`config.mk`:
```
export PLATFORM = sky130hd
export DESIGN_NAME = uas_queue
export DESIGN_NICKNAME = d
export VERILOG_FILES = /design/src/sv/uas_pkg.sv /design/src/sv/uas_queue.sv
export SDC_FILE = /design/constraint.sdc
export NUM_CORES = 1
export LEC_CHECK = 0
export ABC_AREA = 1
export BUFFER_PORTS_ARGS = -buffer_cell sky130_fd_sc_hd__buf_2
export CAP_MARGIN = 40
export CORE_MARGIN = 5
export CORE_UTILIZATION = 40
export DETAILED_ROUTE_END_ITERATION = 10
export PLACE_DENSITY = 0.67
export SYNTH_ARGS = -nofsm -noshare
export SYNTH_HDL_FRONTEND = slang
export SYNTH_SLANG_ARGS = --single-unit
```
`constraint.sdc`:
```
create_clock -name clk -period 17.2 [get_ports clk]
set_input_delay 3.44 -clock clk [delete_from_list [all_inputs] [get_ports clk]]
set_output_delay 3.44 -clock clk [all_outputs]
set_load 0.01 [all_outputs]
```
`src/sv/uas_pkg.sv`:
```
// Shared types and constants for the upwind advection stencil.
// No dependencies; imported by every module of the block.
package uas_pkg;

  localparam int DATA_W = 32;                // Q16.16 scalars and velocities
  localparam int U_W    = DATA_W + 1;        // free-stream plus cell velocity
  localparam int D_W    = DATA_W + 4;        // one-sided difference, |d| < 12*2^31
  localparam int P_W    = U_W + D_W;         // u*d, exact
  localparam int SUM_W  = P_W + 1;           // sum of both axes
  localparam int HALF_W = SUM_W / 2;         // split of the sum for the scale multiply
  localparam int LO_W   = HALF_W + 1 + DATA_W;
  localparam int HI_W   = SUM_W - HALF_W + DATA_W;
  localparam int FULL_W = SUM_W + DATA_W;    // exact scaled product
  localparam int FRAC_W = 32;                // Q32.32 * Q16.16 -> Q16.16 shift

  localparam logic [1:0] EDGE_INTERIOR = 2'd0;
  localparam logic [1:0] EDGE_LEFT     = 2'd1;
  localparam logic [1:0] EDGE_RIGHT    = 2'd2;

  localparam logic [1:0] REG_FREESTREAM_X = 2'd0;
  localparam logic [1:0] REG_FREESTREAM_Y = 2'd1;
  localparam logic [1:0] REG_SCALE_FACTOR = 2'd2;

  // classified cell: advecting velocity and the upwind difference per axis
  typedef struct packed {
    logic signed [U_W-1:0] ux;
    logic signed [D_W-1:0] dx;
    logic signed [U_W-1:0] uy;
    logic signed [D_W-1:0] dy;
  } uas_item_t;

endpackage

```
`src/sv/uas_queue.sv`:
```
// Short FIFO between the front end and the multiply pipeline.
// Depends on uas_pkg for the item type.
module uas_queue import uas_pkg::*; #(
  parameter int DEPTH = 4
) (
  input  logic      clk,
  input  logic      rst,
  input  logic      wr_valid,
  output logic      wr_ready,
  input  uas_item_t wr_data,
  output logic      rd_valid,
  input  logic      rd_ready,
  output uas_item_t rd_data
);

  localparam int AW = (DEPTH > 1) ? $clog2(DEPTH) : 1;
  localparam int CW = $clog2(DEPTH + 1);

  uas_item_t       mem [DEPTH];
  logic [AW-1:0]   wr_ptr, rd_ptr;
  logic [CW-1:0]   count;
  logic            do_wr, do_rd;

  assign wr_ready = (count != CW'(DEPTH));
  assign rd_valid = (count != '0);
  assign rd_data  = mem[rd_ptr];
  assign do_wr    = wr_valid && wr_ready;
  assign do_rd    = rd_valid && rd_ready;

  always_ff @(posedge clk) begin
    if (rst) begin
      wr_ptr <= '0;
      rd_ptr <= '0;
      count  <= '0;
    end else begin
      if (do_wr) begin
        wr_ptr <= (wr_ptr == AW'(DEPTH - 1)) ? '0 : wr_ptr + 1'b1;
      end
      if (do_rd) begin
        rd_ptr <= (rd_ptr == AW'(DEPTH - 1)) ? '0 : rd_ptr + 1'b1;
      end
      if (do_wr && !do_rd) begin
        count <= count + 1'b1;
      end else if (do_rd && !do_wr) begin
        count <= count - 1'b1;
      end
    end
  end

  always_ff @(posedge clk) begin
    if (do_wr) begin
      mem[wr_ptr] <= wr_data;
    end
  end

endmodule

```
## After elaboration in Yosys (flattened, before gate mapping)

Memories as Yosys holds them, arrays and structs flattened. A register that Yosys moved wholly into a read port is not among the register bits.
Index checks and enable logic that the tools add are counted.

- Memory bits (writable): 552
- Logic and storage cells: 27
- Register bits after elaboration: 7
- Input port bits: 142
- Memories kept: 1
- Output and inout bits: 140

- Mux-type cells: 8
- Eq/ne operators: 3
- Reduce and logical (&&, ||, !) cells: 8
- Add/sub/neg operators: 4

Memories:

| name | words | bits a word | rd ports | clocked after memory_dff | write ports | line | text |
|---|---|---|---|---|---|---|---|
| mem | 4 | 138 | 1 | 1 | 1 | uas_queue.sv:19 | `uas_item_t mem [DEPTH];` |

Operator list:

| operator | count |
|---|---|
| two-way mux 2 bit | 4 |
| two-way mux 3 bit | 2 |
| adder 2 x 1 -> 2 bit (second input constant) | 2 |
| == test 2 bit (second input constant) | 2 |
| logical AND 1 bit | 4 |
| adder 3 x 1 -> 3 bit (second input constant) | 1 |
| inequality test 3 bit (second input constant) | 1 |
| nonzero test 3 bit | 1 |
| subtractor 3 x 1 -> 3 bit (second input constant) | 1 |
| zero test 1 bit | 2 |
| two-way mux 1 bit | 2 |
| nonzero test 2 bit | 1 |

## Longest topological paths before layout

- Depth in word-level cells: 6
- Depth in mapped cells: 13
- Gate-level depth less buffers: 13

## Least setup slack after synthesis

No wires, ideal clock.

- Path kind: in2reg
- Start: input wr_valid
- End: memory mem[0][0] (netlist name) (enable)
- Data arrival time: 9318 ps
- Slack: 7244 ps
- Required time: 16562 ps
- Buffers on the path: 0
- Setup time: 638 ps
- Cell stages on the path: 2
- Path through: nand2_1 -> nor2_1

- Longest elaborated chain between the ends: 3

Ends and longest elaborated chain:

| item | line | text |
|---|---|---|
| from (decl) | uas_queue.sv:8 | `input logic wr_valid,` |
| logical AND 1 bit | uas_queue.sv:27 | `assign do_wr = wr_valid && wr_ready;` |
| two-way mux 1 bit | uas_queue.sv:51 | `if (do_wr) begin` |
| two-way mux 1 bit (implied by the code) | uas_queue.sv:52 | `mem[wr_ptr] <= wr_data;` |
| to (decl) | uas_queue.sv:19 |  |

Every way passes these cells.

==> flow_summary.json <==
{
  "outcome": "completed",
  "hold_viol": 0,
  "period_share_pct": 37.49,
  "initial_core_util_pct": 40.49,
  "fp.dieArea_um2": 56810,
  "ys_top_cells_by_count": "edfxtp_1, nor2_1, o21ai_0",
  "drc_errors": 0,
  "finClkSkew_ns": 0.01740,
  "dr.pass1.iters": 5,
  "hold_class": "flip-flop to flip-flop",
  "ir_drop_mv": 0.1082,
  "wire_per_inst_um": 19.94,
  "boundaryPins": 282,
  "synth_ff_type": "edfxtp_1",
  "grt_pass1_wl_mm": 72.63,
  "die_w_um": 238.4,
  "antenna_left": 0,
  "crit_path_frequent_cell": "buf_4",
  "power_density_nw_per_um2": 160.9,
  "p_leak_nw": 8.586,
  "max_cap_violations": 0,
  "synth.most_common_cell": "edfxtp_1",
  "cts_htree_levels": 2,
  "syn_area_um2": 20860,
  "num-nets-final": 1823,
  "syn_nets": 1552,
  "critPathRequiredTime_ns": 13.76,
  "synth_warnings": 0,
  "die_height_um": 238.4,
  "cts.hold.buffers_added": 0,
  "rrSetupSlack_ns": 14.16,
  "crit_type": "flip-flop to output port",
  "routabilityCongestion": 0.7317,
  "stdcell_count": 2406,
  "netlist_instances": 1403,
  "clock_path_buffers": 3,
  "dr.first_iter.drc_count": 958,
  "synthArstFlopShare_pct": 0,
  "critPathArrivalTime_ns": 3.01,
  "setup_viol": 0,
  "clock-sinks": 561,
  "vias": 12660,
  "grt_pass1_vias": 12490,
  "synth_area_leader_cell": "edfxtp_1",
  "via_per_inst": 5.261,
  "post_cts_buffers": 0,
  "synth-seq-area-share_pct": 80.34,
  "place_inst": 2295,
  "syn_avg_cell_area_um2": 14.87,
  "clk_latency_ns": 0.59,
  "grt_use_total_pct": 16.18,
  "hpwl_mm": 27.14,
  "worst_pin_slew_ns": 0.9444,
  "synth.distinct_cells": 21,
  "drive_above_1_share_pct": 22.67,
  "cp_cell_sequence": "buf_4 > buf_4 > buf_16 > o21ai_0 > o22ai_1 > buf_2",
  "fp.coreArea_um2": 51510,
  "synth_area_leaders": "edfxtp_1, nor2_1, o21ai_0",
  "ff_latch_area_um2": 16760,
  "endpoint_kind": "output port",
  "drv_slew": 0,
  "slew_headroom_pct": 37.04,
  "synth_edf_count": 552,
  "whs_ns": 0.5232,
  "grt_max_degree": 139,
  "synth_top_area_share_pct": 79.47,
  "rows": 83,
  "post_cts_resized": 0,
  "cts_inserted_buffers": 57,
  "critPathLaunchType": "flip-flop",
  "critPathSlowestCell": "buf_4",
  "slowest_delay_ns": 0.64,
  "syn2layout_area_growth_pct": 18.84,
  "grt_overflow": 0,
  "period_needed_ns": 6.448,
  "root_buffer": "clkbuf_16",
  "max_freq_mhz": 155.1,
  "cts.clk_slew.worst_paths_ns": 0.06,
  "cts_tree": "yes",
  "n_fill_cell": 4475,
  "place.port_buffers": 281,
  "wl_mm": 47.98,
  "synth-seq-cells": 561,
  "multi_input_area_um2": 3572,
  "grt_antenna_before_repair": 12,
  "setup_tns_ns": 0,
  "crit_path_max_fanout": 77,
  "rsz0062_at_grt": "no"
}
## worst max-delay path: cells and delay by family (launching register included)
| kind | cells | cell delay, ns |
|---|---|---|
| flops | 1 | 0.37 |
| compound gates | 2 | 0.41 |
| buf+inv | 4 | 1.58 |
## cell type report
class	instances	share of cell area [%]
timing repair buffer	302	6.734
multi-input combinational	736	14.41
inverter	16	0.2827
antenna	6	0.06057
tap	680	3.432
clock inverter	39	1.388
sequential	561	67.63
clock buffer	66	6.062
## layer usage
| layer | GRT usage [%] | vias to the layer above | part of all wire, % |
|---|---|---|---|
| met5 | 0 | - | 0.21 |
| met4 | 4.487 | 18 | 2.2 |
| met3 | 4.958 | 97 | 7.5 |
| met2 | 26.83 | 327 | 49 |
| met1 | 20.85 | 6356 | 41 |
| li1 | - | 5859 | - |
## cell families (layout without fill, tap and decap cells)
logic type	Yosys count	after routing	synth area share, %
DFF	561	561	80.34
other	0	6	0
xor gates and xnor gates	1	1	0.04200
AOI/OAI and AO/OA	417	417	10.83
and+or+nand+nor	311	311	5.651
buffers and inverters	106	423	2.681
adders and majority gates	7	7	0.4559
## cell usage in the layout, fill, tap and decap left out, drive strengths merged, types with 9 or more instances in the layout
master  instances
edfxtp        552
buf           302
nor2          293
o21ai         277
o22ai         138
clkbuf         66
clkinv         29
inv            19
nand2          14
dfxtp           9
## final timing paths
kind | start | to | depth (start not counted)
worst max-delay path | flip-flop | rd_data[25] | 6
worst min-delay path | rd_ptr[1] | flip-flop | 2
worst max register to register | count[0] | mem[2][69] | 6
worst min register to register | rd_ptr[1] | flip-flop | 2
## metrics by stage
step | setup WS [ns] | cell area, um^2 | power [mW] | util (%)
6_report | 10.75 | 24790 | 3.987 | 48.12
5_1_grt | 10.54 | 24780 | 4.190 | 48.10
2_1_floorplan | 7.244 | 20860 | 2.395 | -
3_5_place_dp | 11.20 | 22930 | 2.819 | 44.51
3_3_place_gp | 10.90 | 22800 | 2.771 | 44.26
4_1_cts | 10.67 | 24770 | 4.041 | 48.09
## report_power, final
group / leakage [nW] / internal (mW) / switching, mW
clock: 0.906 / 0.713 / 0.500
sequential: 5.13 / 1.67 / 0.0355
combinational: 2.55 / 0.346 / 0.727
## flip-flops by register name (all words and copies together) (netlist names), named ones only
| register | count |
|---|---|
| count | 3 |
| mem | 552 |
| rd_ptr | 2 |
| wr_ptr | 2 |
(Power assumes the default switching activity.)
