==> src/sv/uas_pkg.sv <==
// Shared types and constants for the upwind advection stencil.
// No dependencies; imported by every module of the block.
package uas_pkg;

  localparam int DATA_W = 32;                // Q16.16 scalars and velocities
  localparam int U_W    = DATA_W + 1;        // free-stream plus cell velocity
  localparam int D_W    = DATA_W + 4;        // one-sided difference, |d| < 12*2^31
  localparam int P_W    = U_W + D_W;         // u*d, exact
  localparam int SUM_W  = P_W + 1;           // sum of both axes
  localparam int HALF_W = SUM_W / 2;         // split of the sum for the scale multiply
  localparam int LO_W   = HALF_W + 1 + DATA_W;
  localparam int HI_W   = SUM_W - HALF_W + DATA_W;
  localparam int FULL_W = SUM_W + DATA_W;    // exact scaled product
  localparam int FRAC_W = 32;                // Q32.32 * Q16.16 -> Q16.16 shift

  localparam logic [1:0] EDGE_INTERIOR = 2'd0;
  localparam logic [1:0] EDGE_LEFT     = 2'd1;
  localparam logic [1:0] EDGE_RIGHT    = 2'd2;

  localparam logic [1:0] REG_FREESTREAM_X = 2'd0;
  localparam logic [1:0] REG_FREESTREAM_Y = 2'd1;
  localparam logic [1:0] REG_SCALE_FACTOR = 2'd2;

  // classified cell: advecting velocity and the upwind difference per axis
  typedef struct packed {
    logic signed [U_W-1:0] ux;
    logic signed [D_W-1:0] dx;
    logic signed [U_W-1:0] uy;
    logic signed [D_W-1:0] dy;
  } uas_item_t;

endpackage

==> src/sv/uas_front.sv <==
// Front end: accepts cells, applies the edge code, forms the velocities
// and picks the upwind difference per axis. Depends on uas_pkg.
module uas_front import uas_pkg::*; (
  input  logic                     clk,
  input  logic                     rst,
  input  logic                     in_valid,
  output logic                     in_ready,
  input  logic signed [DATA_W-1:0] w_center,
  input  logic signed [DATA_W-1:0] w_left2,
  input  logic signed [DATA_W-1:0] w_left1,
  input  logic signed [DATA_W-1:0] w_right1,
  input  logic signed [DATA_W-1:0] w_right2,
  input  logic signed [DATA_W-1:0] w_down2,
  input  logic signed [DATA_W-1:0] w_down1,
  input  logic signed [DATA_W-1:0] w_up1,
  input  logic signed [DATA_W-1:0] w_up2,
  input  logic signed [DATA_W-1:0] vel_x,
  input  logic signed [DATA_W-1:0] vel_y,
  input  logic [1:0]               edge_case,
  input  logic signed [DATA_W-1:0] freestream_x,
  input  logic signed [DATA_W-1:0] freestream_y,
  output logic                     item_valid,
  output uas_item_t                item,
  input  logic                     item_ready
);

  // dA = 2*p1 + 3*c - 6*m1 + m2
  function automatic logic signed [D_W-1:0] diff_a(
    input logic signed [D_W-1:0] m2, input logic signed [D_W-1:0] m1,
    input logic signed [D_W-1:0] c,  input logic signed [D_W-1:0] p1);
    diff_a = (p1 <<< 1) + (c <<< 1) + c - (m1 <<< 2) - (m1 <<< 1) + m2;
  endfunction

  // dB = -p2 + 6*p1 - 3*c - 2*m1
  function automatic logic signed [D_W-1:0] diff_b(
    input logic signed [D_W-1:0] m1, input logic signed [D_W-1:0] c,
    input logic signed [D_W-1:0] p1, input logic signed [D_W-1:0] p2);
    diff_b = (p1 <<< 2) + (p1 <<< 1) - p2 - (c <<< 1) - c - (m1 <<< 1);
  endfunction

  logic signed [D_W-1:0] c_e, l2_e, l1_e, r1_e, r2_e, d2_e, d1_e, u1_e, u2_e;
  logic signed [U_W-1:0] ux, uy;
  logic signed [D_W-1:0] dax, dbx, day, dby;
  logic                  zero_left, zero_right;
  uas_item_t             item_next;

  // unused edge code behaves as an interior cell
  assign zero_left  = (edge_case == EDGE_LEFT);
  assign zero_right = (edge_case == EDGE_RIGHT);

  always_comb begin
    c_e  = D_W'(w_center);
    l2_e = zero_left  ? '0 : D_W'(w_left2);
    l1_e = zero_left  ? '0 : D_W'(w_left1);
    r1_e = zero_right ? '0 : D_W'(w_right1);
    r2_e = zero_right ? '0 : D_W'(w_right2);
    d2_e = D_W'(w_down2);
    d1_e = D_W'(w_down1);
    u1_e = D_W'(w_up1);
    u2_e = D_W'(w_up2);

    ux = U_W'(freestream_x) + U_W'(vel_x);
    uy = U_W'(freestream_y) + U_W'(vel_y);

    dax = diff_a(l2_e, l1_e, c_e, r1_e);
    dbx = diff_b(l1_e, c_e, r1_e, r2_e);
    day = diff_a(d2_e, d1_e, c_e, u1_e);
    dby = diff_b(d1_e, c_e, u1_e, u2_e);

    // u == 0 takes dB; the product is zero either way
    item_next.ux = ux;
    item_next.dx = (!ux[U_W-1] && (ux != '0)) ? dax : dbx;
    item_next.uy = uy;
    item_next.dy = (!uy[U_W-1] && (uy != '0)) ? day : dby;
  end

  assign in_ready = !item_valid || item_ready;

  always_ff @(posedge clk) begin
    if (rst) begin
      item_valid <= 1'b0;
    end else if (in_ready) begin
      item_valid <= in_valid;
    end
  end

  always_ff @(posedge clk) begin
    if (in_ready && in_valid) begin
      item <= item_next;
    end
  end

endmodule

==> config.mk <==
export PLATFORM = sky130hd
export DESIGN_NAME = uas_front
export DESIGN_NICKNAME = d
export VERILOG_FILES = /design/src/sv/uas_pkg.sv /design/src/sv/uas_front.sv
export SDC_FILE = /design/constraint.sdc
export NUM_CORES = 2
export LEC_CHECK = 0
export BUFFER_PORTS_ARGS = -buffer_cell sky130_fd_sc_hd__buf_2
export CAP_MARGIN = 20
export CELL_PAD_IN_SITES_DETAIL_PLACEMENT = 1
export CELL_PAD_IN_SITES_GLOBAL_PLACEMENT = 1
export CORE_ASPECT_RATIO = 0.75
export CORE_MARGIN = 8
export CORE_UTILIZATION = 40
export CTS_CLUSTER_DIAMETER = 200
export DETAILED_ROUTE_END_ITERATION = 10
export GPL_TIMING_DRIVEN = 0
export PLACE_DENSITY = 0.76
export SLEW_MARGIN = 25
export SYNTH_ARGS = -nofsm -noshare
export SYNTH_HDL_FRONTEND = slang
export SYNTH_SLANG_ARGS = --single-unit
==> constraint.sdc <==
create_clock -name clk -period 7 [get_ports clk]
set_input_delay 2.1 -clock clk [delete_from_list [all_inputs] [get_ports clk]]
set_output_delay 2.1 -clock clk [all_outputs]
set_load 0.05 [all_outputs]
# Word level (Yosys, flattened, before mapping)

Index checks and enable logic that the tools add are counted.

Logic and storage cells: 44
Bits of input ports: 422
Output and inout bits: 140
Register bits after elaboration: 139

Mux-type cells: 6
Add/subtract/negate cells: 22
Eq/ne operators: 2
Reductions and logical operators: 9

Operators with widths:

| cell                                                             | number |
|---|---|
| 36-bit 2-to-1 mux                                                | 4 |
| 36-bit by 33-bit subtractor with 36-bit output                   | 4 |
| 36-bit subtractor                                                | 4 |
| 36-bit by 32-bit adder with 36-bit output                        | 2 |
| 36-bit adder                                                     | 2 |
| 36-bit by 32-bit subtractor with 36-bit output                   | 2 |
| 35-bit 2-to-1 mux                                                | 2 |
| 32-bit by 32-bit adder with 33-bit output                        | 2 |
| 33-bit nonzero test                                              | 2 |
| 36-bit by 33-bit adder with 36-bit output                        | 1 |
| 35-bit by 32-bit subtractor with 36-bit output                   | 1 |
| 35-bit by 34-bit subtractor with 36-bit output                   | 1 |
| 34-bit by 32-bit adder with 35-bit output                        | 1 |
| 34-bit by 33-bit adder with 35-bit output                        | 1 |
| 33-bit by 33-bit adder with 34-bit output                        | 1 |
| 1-bit logical AND                                                | 3 |
| 1-bit zero test                                                  | 3 |
| 2-bit by 1-bit == test with 1-bit output (second input constant) | 1 |
| 2-bit == test (second input constant)                            | 1 |
| 1-bit logical OR                                                 | 1 |

# Logic depth before layout (Yosys ltp)

Word-level depth: 8
Depth in mapped cells: 23
Mapped depth without buffers: 21

# Worst setup path after synthesis

OpenSTA, ideal clock, no wires.

Kind: input-to-reg
Start: input edge_case[0]
End: register item[104] (netlist bit), data pin
Slack: -0.178 ns
Setup time: 0.265 ns
Data required time: 6.735 ns
Data arrival time: 6.913 ns
Cell stages on the path: 22
Buffers on the path: 2
Cell sequence: nand2b_1 clkbuf_1 clkbuf_1 nand2_1 fa_1 inv_1 fa_1 inv_1 fa_1 inv_1 ha_1 and3_1 a221o_1 a21o_1 a22o_1 a21oi_1 o211ai_1 a31oi_1 o21ai_0 a21oi_1 xnor2_1 mux2i_1

RTL lines:

| what                 | line            | RTL |
|---|---|---|
| start, declared      | uas_front.sv:19 | `input logic [1:0] edge_case,` |
| end signal, assigned | uas_front.sv:89 | `item <= item_next;` |
| end, declared        | uas_front.sv:23 | `output uas_item_t item,` |

==> impl_metrics.csv <==
group,metric,value,unit
placement,dp_slack,-2.28,ns
yosys,synthArstFlopShare,0,%
grt,grt_max_degree,48,
cells_and_area,syn_to_final_growth,20.3,%
yosys,yosys_warnings,0,
yosys,synth_top_area_share,34.3,%
setup_path,crit_type,"in2reg",
timing,finalSetupViolations,1,
cells_and_area,nets,4850,
power,power_density,419,mW/mm2
setup_path,path_buf_inv,4,
yosys,ys_seq_area_share,14.2,%
cts,cts_made_buffers,17,
yosys,synth_edf_count,138,
yosys,synth_xor_area_share,5.81,%
timing,fin_tns_setup,-0.0674,ns
cts,clk_pin_slew,0.07,ns
placement,post-dp-hpwl,93500,um
cells_and_area,drive_gt1_share,22.1,%
yosys,synthTopCellsByArea,"fa_1 (34%), edfxtp_1 (14%), ha_1 (10%)",
route,drtIter0Drc,1330,
cts,clock_latency,0.50,ns
placement,place_area,0.0335,mm2
yosys,synth.cell_area,0.0294,mm2
yosys,synth-compound-area-share,13.8,%
cts,ctsHoldBuffers,0,
floorplan,ioPinCount,562,
cts,cts_root_buf,"clkbuf_16",
setup_path,path_cells,"buf_12 > inv_2 > fa_1 > inv_2 > fa_2 > inv_2 > ha_4 > or3_4 > and2_1 > ha_2 > a211oi_2 > o21ai_2 > and3b_2 > o41ai_4 > o21ai_0 > a21oi_1 > nor2b_1 > o21a_1 > o41ai_1 > xor2_1 > mux2i_1",
cts,h-tree-depth,4,
cells_and_area,mostFrequentLayoutCells,"inv_1 (694), buf_2 (559), fa_1 (501)",
power,vdd_ir_drop_max,205,uV
setup_path,max_stage_delay,0.61,ns
timing,final_max_slew_viol_count,0,
flow_run,cap_violations,0,
floorplan,fp.dieArea,0.0826,mm2
cells_and_area,fin_cells,4702,
cells_and_area,fin_util,48.3,%
yosys,synthAdderAreaFrac,44.3,%
route,via_per_inst,5.21,
run_status,violations,"negative setup slack",
route,routedWlPerCell,22.7,um
route,ant_nets,0,
grt,grt_util_all_layers,25.7,%
grt,antenna_found_initial,57,
yosys,syn_nets,4222,
route,vias,24486,
setup_path,crit_top_cell,"inv_2",
cells_and_area,finalInstanceArea,0.0354,mm2
timing,rsz0062_at_grt,"yes",
yosys,synth_mux_area_share,2.61,%
cells_and_area,n_fill_cell,8573,
cts,cts_tree,"yes",
timing,hold_viol,0,
cts,cts_sinks,139,
grt,grt_pass1_wl,161000,um
route,drt_pass1_iterations,5,
yosys,synth-seq-cells,139,
yosys,syn_inst,3060,
route,wl,107000,um
yosys,synth.avg_cell_area,9.61,um2
timing,fmax,141,MHz
setup_path,cp-start-kind,"input pin",
grt,grt_overflow,0,
floorplan,fp.dieH,251,um
timing,layout_min_cycle_time,7.07,ns
yosys,synth_top_family_by_area,"adder cells",
placement,port_buffers,561,
timing,relSlewSlack,45.6,%
setup_path,cp-end-kind,"flop",
timing,setup_slack,-0.0674,ns
setup_path,cp.arrival,7.30,ns
yosys,ys_types,85,
run_status,outcome,"finished, violations left",
grt,grt_pass1_vias,26807,
setup_path,required,7.23,ns
yosys,yosysTopAreaCell,"fa_1",
cts,ctsLongestPathBuffers,2,
hold_path,hold_class,"reg2reg",
floorplan,die_x,329,um
timing,tightestPinTransition,0.808,ns
yosys,synthSimpleGateAreaFrac,9.30,%
route,drc_errors,0,
placement,dp_cells,4592,
placement,place_congestion,0.947,
timing,skew,0.0183,ns
floorplan,core_region_area,0.0732,mm2
yosys,ys.flop_type,"edfxtp_1",
power,p_leak,17.6,nW
setup_path,crit_family,"compound AO/OA/AOI/OAI gates",
setup_path,path_max_fanout,7,
timing,post-route-period-util,101,%
cells_and_area,layout_commonest_cell,"inv_1",
floorplan,rows,86,
setup_path,worst_path_max_delay_cell,"fa_2",
floorplan,start_util,40.2,%
## metal layers
layer | GRT usage, % | vias up | share of wire [%]
met4 | 7.48 | 30 | 2.6
met5 | 0 | - | 0.17
met1 | 33.4 | 12233 | 42
met2 | 40.5 | 789 | 45
met3 | 8.71 | 159 | 9.6
li1 | - | 11275 | -
## worst paths after layout
path	from	endpoint	slack [ns]	cells after the start
max	w_center[1]	item[20]	-0.07	21
min	item_valid	item_valid	0.57	2
max reg2reg	item_valid	item[34]	4.84	5
min reg2reg	item_valid	item_valid	0.57	2
## power by group
part / internal (mW) / total, mW / switching, mW
Combinational: 4.88 / 12.3 / 7.42
Clock: 0.504 / 0.992 / 0.489
Sequential: 1.49 / 1.55 / 0.0607
## metrics by stage
stage	power [mW]	hold WS, ns
2_1_floorplan	10.0	1.11
3_3_place_gp	12.6	0.496
3_5_place_dp	13.0	0.563
4_1_cts	14.4	0.575
5_1_grt	16.2	0.573
6_report	14.8	0.568
## final cells by class
| type | count | area [um2] | area share [%] |
|---|---|---|---|
| Multi-Input combinational cell | 2162 | 22900 | 64.8 |
| Sequential cell | 139 | 4160 | 11.8 |
| Timing Repair Buffer | 609 | 3280 | 9.28 |
| Inverter | 711 | 2700 | 7.63 |
| Tap cell | 968 | 1210 | 3.42 |
| Buffer | 48 | 447 | 1.26 |
| Clock buffer | 17 | 425 | 1.20 |
| Clock inverter | 15 | 159 | 0.449 |
| Antenna cell | 33 | 82.6 | 0.233 |
## kinds of logic (layout without fill, tap and decap cells)
logic type               after synthesis  count (layout)
AO/OA/AOI/OAI                        597             597
adder cells (fa/ha/maj)              740             740
XOR/XNOR                             195             195
buffers and inverters                759            1400
multiplexers                          75              75
other                                  0              33
flip-flops                           139             139
AND/OR/NAND/NOR                      555             555
## sequential cells by signal, summed over array words and instances, names as in the netlist
| name | count |
|---|---|
| item_valid | 1 |
| item | 138 |
## cell usage after synthesis, types with 35 or more instances
cell / number
inv_1: 711
fa_1: 504
ha_1: 236
nand2_1: 191
a21oi_1: 154
edfxtp_1: 138
a21o_1: 107
xnor2_1: 104
nor2_1: 97
o21ai_0: 92
xor2_1: 91
mux2i_1: 62
nand3_1: 42
o21a_1: 41
and2_1: 37
clkbuf_1: 35
## tightest hold or removal path: cells and delay by family (launching register included)
kind | cells | cell delay (ns)
AO/OA/AOI/OAI | 1 | 0.09
flip-flops | 1 | 0.32
AND/OR/NAND/NOR | 1 | 0.12
## timing repair
action                                  4_1_cts  5_1_grt
resized for setup                            94      114
setup buffers                                14       31
endpoints found under the setup margin       40       25
pin swaps                                    15       41
Note: power is estimated with default switching activity, not from simulation.
